`src/hw/rtl/srlc_pkg.sv`:
```
// Shared types, constants and character helpers for the S-record line checker.
package srlc_pkg;

  localparam int LINE_CHARS = 1024;
  localparam int POS_W = $clog2(LINE_CHARS);
  localparam int LEN_W = POS_W + 1;
  localparam int FLAG_W = 6;

  localparam int FLAG_NO_S = 0;
  localparam int FLAG_BAD_TYPE = 1;
  localparam int FLAG_BAD_HEX = 2;
  localparam int FLAG_BYTE_COUNT = 3;
  localparam int FLAG_CHECKSUM = 4;
  localparam int FLAG_COUNT = 5;

  localparam logic [7:0] CH_S = 8'h53;
  localparam logic [7:0] CH_0 = 8'h30;
  localparam logic [7:0] CH_9 = 8'h39;
  localparam logic [7:0] CH_A = 8'h41;
  localparam logic [7:0] CH_F = 8'h46;
  localparam logic [3:0] NIB_TEN = 4'd10;

  typedef logic [POS_W-1:0] pos_t;
  typedef logic [LEN_W-1:0] len_t;

  typedef struct packed {
    logic [7:0]  char_code;
    logic        line_end;
    logic        check_count;
    logic [15:0] expected_count;
  } beat_t;

  typedef struct packed {
    logic [FLAG_W-1:0] error_flags;
    logic [2:0]        first_error;
    logic [3:0]        record_type;
  } result_t;

  typedef struct packed {
    logic       ok;
    logic [3:0] nib;
  } hex_t;

  function automatic hex_t hex_decode(input logic [7:0] c);
    hex_t h;
    logic [7:0] d;
    h.ok = 1'b0;
    h.nib = 4'd0;
    if (c >= CH_0 && c <= CH_9) begin
      d = c - CH_0;
      h.ok = 1'b1;
      h.nib = d[3:0];
    end else if (c >= CH_A && c <= CH_F) begin
      d = c - CH_A;
      h.ok = 1'b1;
      h.nib = d[3:0] + NIB_TEN;
    end
    return h;
  endfunction

  function automatic logic [2:0] first_set(input logic [FLAG_W-1:0] flags);
    logic [2:0] f;
    f = 3'd0;
    for (int k = FLAG_W - 1; k >= 0; k--) begin
      if (flags[k]) begin
        f = 3'(k + 1);
      end
    end
    return f;
  endfunction

endpackage

```
`src/hw/rtl/srlc_line_eval.sv`:
```
// Per-line state of the checker and the evaluation of the error flags at line end.
module srlc_line_eval (
  input  logic            clk,
  input  logic            rst,
  input  logic            step,
  input  srlc_pkg::beat_t beat,
  output srlc_pkg::result_t result
);
  import srlc_pkg::*;

  pos_t        char_position, char_position_next;
  logic [3:0]  high_nibble, high_nibble_next;
  logic [7:0]  byte_sum, byte_sum_next;
  logic [7:0]  last_byte, last_byte_next;
  logic [7:0]  declared_bytes, declared_bytes_next;
  logic [15:0] count_field, count_field_next;
  logic [2:0]  early_flags, early_flags_next;
  logic [3:0]  type_digit, type_digit_next;

  hex_t              hx;
  logic [7:0]        b;
  logic [7:0]        digit;
  len_t              len;
  len_t              half;
  logic [FLAG_W-1:0] flags;

  always_comb begin
    hx = hex_decode(beat.char_code);
    b = {high_nibble, hx.nib};
    digit = beat.char_code - CH_0;
    early_flags_next = early_flags;
    type_digit_next = type_digit;
    high_nibble_next = high_nibble;
    byte_sum_next = byte_sum;
    last_byte_next = last_byte;
    declared_bytes_next = declared_bytes;
    count_field_next = count_field;

    if (char_position == '0) begin
      if (beat.char_code != CH_S) begin
        early_flags_next[FLAG_NO_S] = 1'b1;
      end
    end else if (!hx.ok) begin
      early_flags_next[FLAG_BAD_HEX] = 1'b1;
    end

    if (char_position == pos_t'(1)) begin
      if (beat.char_code >= CH_0 && beat.char_code <= CH_9) begin
        type_digit_next = digit[3:0];
      end else begin
        type_digit_next = 4'd0;
        early_flags_next[FLAG_BAD_TYPE] = 1'b1;
      end
    end

    if (char_position >= pos_t'(2)) begin
      if (!char_position[0]) begin
        high_nibble_next = hx.nib;
      end else begin
        if (char_position == pos_t'(3)) begin
          declared_bytes_next = b;
        end
        byte_sum_next = byte_sum + b;
        last_byte_next = b;
      end
    end

    if (char_position >= pos_t'(4) && char_position <= pos_t'(7)) begin
      count_field_next = {count_field[11:0], hx.nib};
    end

    if (char_position == pos_t'(LINE_CHARS - 1)) begin
      char_position_next = char_position;
    end else begin
      char_position_next = char_position + pos_t'(1);
    end

    len = len_t'(char_position) + len_t'(1);
    half = (len - len_t'(4)) >> 1;
    flags = '0;
    flags[FLAG_NO_S] = early_flags_next[FLAG_NO_S];
    flags[FLAG_BAD_TYPE] = early_flags_next[FLAG_BAD_TYPE] || (len < len_t'(2));
    flags[FLAG_BAD_HEX] = early_flags_next[FLAG_BAD_HEX];
    if (len < len_t'(4) || len[0]) begin
      flags[FLAG_BYTE_COUNT] = 1'b1;
      flags[FLAG_CHECKSUM] = 1'b1;
    end else begin
      flags[FLAG_BYTE_COUNT] = len_t'(declared_bytes_next) != half;
      flags[FLAG_CHECKSUM] = (byte_sum_next - last_byte_next) != ~last_byte_next;
    end
    flags[FLAG_COUNT] = beat.check_count &&
                        (len < len_t'(8) || count_field_next != beat.expected_count);

    result.error_flags = flags;
    result.first_error = first_set(flags);
    result.record_type = type_digit_next;
  end

  always_ff @(posedge clk) begin
    if (rst || (step && beat.line_end)) begin
      char_position <= '0;
      high_nibble <= '0;
      byte_sum <= '0;
      last_byte <= '0;
      declared_bytes <= '0;
      count_field <= '0;
      early_flags <= '0;
      type_digit <= '0;
    end else if (step) begin
      char_position <= char_position_next;
      high_nibble <= high_nibble_next;
      byte_sum <= byte_sum_next;
      last_byte <= last_byte_next;
      declared_bytes <= declared_bytes_next;
      count_field <= count_field_next;
      early_flags <= early_flags_next;
      type_digit <= type_digit_next;
    end
  end

endmodule

```
`config.mk`:
```
export PLATFORM = sky130hd
export DESIGN_NAME = srlc_line_eval
export DESIGN_NICKNAME = d
export VERILOG_FILES = /design/src/hw/rtl/srlc_pkg.sv /design/src/hw/rtl/srlc_line_eval.sv
export SDC_FILE = /design/constraint.sdc
export NUM_CORES = 1
export LEC_CHECK = 0
export BUFFER_PORTS_ARGS = -buffer_cell sky130_fd_sc_hd__buf_2
export CAP_MARGIN = 25
export CORE_MARGIN = 2
export CORE_UTILIZATION = 55
export CTS_CLUSTER_DIAMETER = 50
export DETAILED_ROUTE_END_ITERATION = 8
export GPL_TIMING_DRIVEN = 0
export PLACE_DENSITY_LB_ADDON = 0.2
export SLEW_MARGIN = 10
export SYNTH_ARGS = -nofsm -noshare
export SYNTH_HDL_FRONTEND = slang
export SYNTH_SLANG_ARGS = --single-unit
```
`constraint.sdc`:
```
create_clock -name clk -period 10.27 [get_ports clk]
set_input_delay 2.054 -clock clk [delete_from_list [all_inputs] [get_ports clk]]
set_output_delay 2.054 -clock clk [all_outputs]
set_load 0.01 [all_outputs]
```
==> impl_metrics.csv <==
group,metric,value,unit
timing,finClkSkew,0.01160,ns
finish,fill_cells,711,
placement,gp_congestion,0.8933,
synthesis,synth-async-reset-ratio,0,
timing,drv_slew,0,
setup_path,critPathRequiredTime,8.22,ns
detailed_routing,vias_per_cell,5.900,
placement,dpl.hpwl,8940,µm
detailed_routing,detail_route.iter0.violations,214,
synthesis,synthTopCellsByCount,"nor2_1, dfxtp_1, nand2_1",
clock_network,cts_tree,"built",
synthesis,synth_area_per_cell,7.828,µm²
clock_network,cts_resized,0,
timing,hold_viol,0,
setup_path,cp_common_cell,"inv_1",
setup_path,reg2reg_depth,10,
finish,drive_gt1_frac,0.1278,
die,start_util,0.5683,
synthesis,synth-seq-area-share,0.2735,
clock_network,cts_sinks,60,
timing,relSlewSlack,0.3364,
setup_path,rr_startpoint,"char_position[0]",
placement,portBuffers,41,
setup_path,arrival,7.79,ns
timing,min_period,9.844,ns
run,drv_cap,0,
timing,max_freq,101.6,MHz
clock_network,cts_hold_buf,0,
setup_path,r2r-end,"byte_sum[4]",
clock_network,htreeDepth,3,
hold_path,min_to,"last_byte[3]",
finish,area_growth,12.51,%
timing,rsz0062_at_grt,"no",
clock_network,clk_latency,0.35,ns
die,core_area,0.007727,mm²
synthesis,yosys-top-cells-area,"dfxtp_1, nor2_1, mux2i_1",
finish,n_antenna_cell,0,
synthesis,ys_ff_latch,60,
finish,layout.nets,664,
die,io_pins,42,
setup_path,endpoint_kind,"output pin",
clock_network,cts_buffer_depth,2,
clock_network,cts_setup_buffers,0,
detailed_routing,drcViolationCount,0,
clock_network,clk_pin_slew,0.06,ns
power,p_leak,2.060,nW
synthesis,synth_top_area_frac,0.2735,
synthesis,synth_nets,612,
synthesis,yosysMostFrequentCell,"nor2_1",
synthesis,yosysWarnings,0,
synthesis,synth.distinct_cells,67,
setup_path,reg2reg_slack,7.43,ns
global_routing,track_usage,0.2878,
setup_path,crit_type,"input port to output pin",
global_routing,grt_pass1_vias,4018,
detailed_routing,vias,4248,
global_routing,grt_pass1_wl,19700,µm
timing,worst_pin_slew,0.9908,ns
global_routing,antenna_found_initial,0,
hold_path,min_from,"last_byte[3]",
synthesis,synth_edf_count,0,
synthesis,syn_area,0.004392,mm²
hold_path,whs_path_depth,2,
detailed_routing,avgRoutedWirePerCell,16.93,µm
global_routing,gr-total-overflow,0,
setup_path,crit_path_cell_trace,"buf_2 -> inv_1 -> ha_1 -> nor3b_1 -> nor4b_4 -> a22oi_1 -> inv_1 -> fa_1 -> a21o_1 -> a21o_1 -> nor2_1 -> nor2_1 -> a22o_1 -> ha_1 -> maj3_1 -> nand2_1 -> and3_1 -> o31a_1 -> xor2_1 -> nand3b_1 -> a311oi_1 -> inv_1 -> o311a_1 -> buf_2",
timing,finalSetupTns,0,ns
timing,fin_crit_sh,0.9585,
clock_network,cts_buffers,9,
hold_path,min_path_type,"flop to flop",
detailed_routing,drt_wl_total,12190,µm
clock_network,root_buffer,"clkbuf_8",
timing,setup_viol,0,
setup_path,max_stage_delay,0.59,ns
power,ir_drop,0.07949,mV
timing,hold_ws,0.4588,ns
setup_path,critPathSlowestCell,"a22oi_1",
setup_path,crit_path_start_kind,"input port",
synthesis,netlist_instances,561,
setup_path,crit_fanout,7,
detailed_routing,ant_nets,0,
die,dieArea,0.008716,mm²
power,power.density,110.9,mW/mm²
synthesis,yosysTopAreaCell,"dfxtp_1",
die,dieHeight,93.36,µm
die,rows,32,
status,outcome,"complete, no violations",
global_routing,grt_max_degree,11,
detailed_routing,firstDrtPassIters,5,
die,die_w,93.36,µm
synthesis,synth_ff_type,"dfxtp_1",
-- power by group --
part	total [mW]	internal [mW]	switching [mW]
sequential	0.237	0.235	0.00238
clock	0.242	0.142	0.100
combinational	0.0684	0.0257	0.0427
total	0.548	0.403	0.145
-- cells in the final DEF, fill, tap and decap left out, drive strengths merged, types with 3 or more instances in the layout --
cell,count
nor2,75
nand2,60
dfxtp,60
buf,52
a21oi,41
clkbuf,33
xor2,31
mux2i,29
xnor2,24
inv,23
ha,21
nor3,19
nand3,17
o21ai,17
a211oi,10
nand4,8
and3,7
nand3b,6
a21o,6
o31ai,5
or3,4
o22ai,4
a311oi,4
a31oi,3
o21bai,3
and2,3
nand2b,3
clkinv,3
nor4,3
nor4b,3
-- worst max-delay path by stage --
stage | end | cells past startpoint | from | slack (ns)
floorplan | result[6] | 23 | beat[18] | 1.74
global placement | result[6] | 24 | beat[18] | 0.52
finish | result[6] | 24 | beat[18] | 0.43
global route | result[6] | 24 | beat[18] | 0.22
CTS | result[6] | 24 | beat[18] | 0.45
detailed placement | result[6] | 24 | beat[18] | 0.50
-- per-stage QoR --
stage	total power, mW	setup WS, ns	area [µm²]	util	instances
final	0.5479	0.4264	4941	0.6394	720
after detailed placement	0.3094	0.4982	4725	0.6114	704
after CTS	0.5468	0.4487	4941	0.6394	720
after floorplan	0.2844	1.739	4392	-	561
after global placement	0.3081	0.5234	4725	0.6114	704
after global routing	0.5654	0.2189	4941	0.6394	720
-- state kept, by name (all words and copies together) (netlist names) --
name            count
last_byte           7
high_nibble         4
byte_sum            8
declared_bytes      8
char_position      10
early_flags         3
type_digit          4
count_field        16
-- cells by family (layout without fill, tap and decap cells) --
group           Yosys count  count (layout)  synth area share
compound gates          118             118            0.1795
fa+ha+maj                23              23           0.06667
simple gates            219             219            0.2433
mux                      30              30           0.06952
buf+inv                  56             113           0.05612
xor+xnor                 55              55            0.1114
flops                    60              60            0.2735
-- layer usage --
metal / GRT usage / wire length [µm]
met1: 0.3775 / 5473
met2: 0.4868 / 5827
met3: 0.03143 / 630
met5: 0 / 0
met4: 0.1066 / 261
-- critical path: cells and delay by family --
family                   cells  cell delay, ns
AO/OA/AOI/OAI                7            2.28
adder cells (fa/ha/maj)      4            1.33
AND/OR/NAND/NOR              7            1.01
buffers and inverters        5            0.91
XOR/XNOR                     1            0.19
-- layout make-up --
| class | instances | area (µm²) | share of cell area |
|---|---|---|---|
| multi-input combinational | 445 | 2944 | 0.5958 |
| inverter | 23 | 86.33 | 0.01747 |
| tap | 102 | 127.6 | 0.02583 |
| buffer | 33 | 160.2 | 0.03241 |
| timing repair buffer | 41 | 205.2 | 0.04153 |
| clock inverter | 5 | 75.07 | 0.01519 |
| clock buffer | 11 | 141.4 | 0.02861 |
| sequential | 60 | 1201 | 0.2431 |
(Power assumes the default switching activity.)
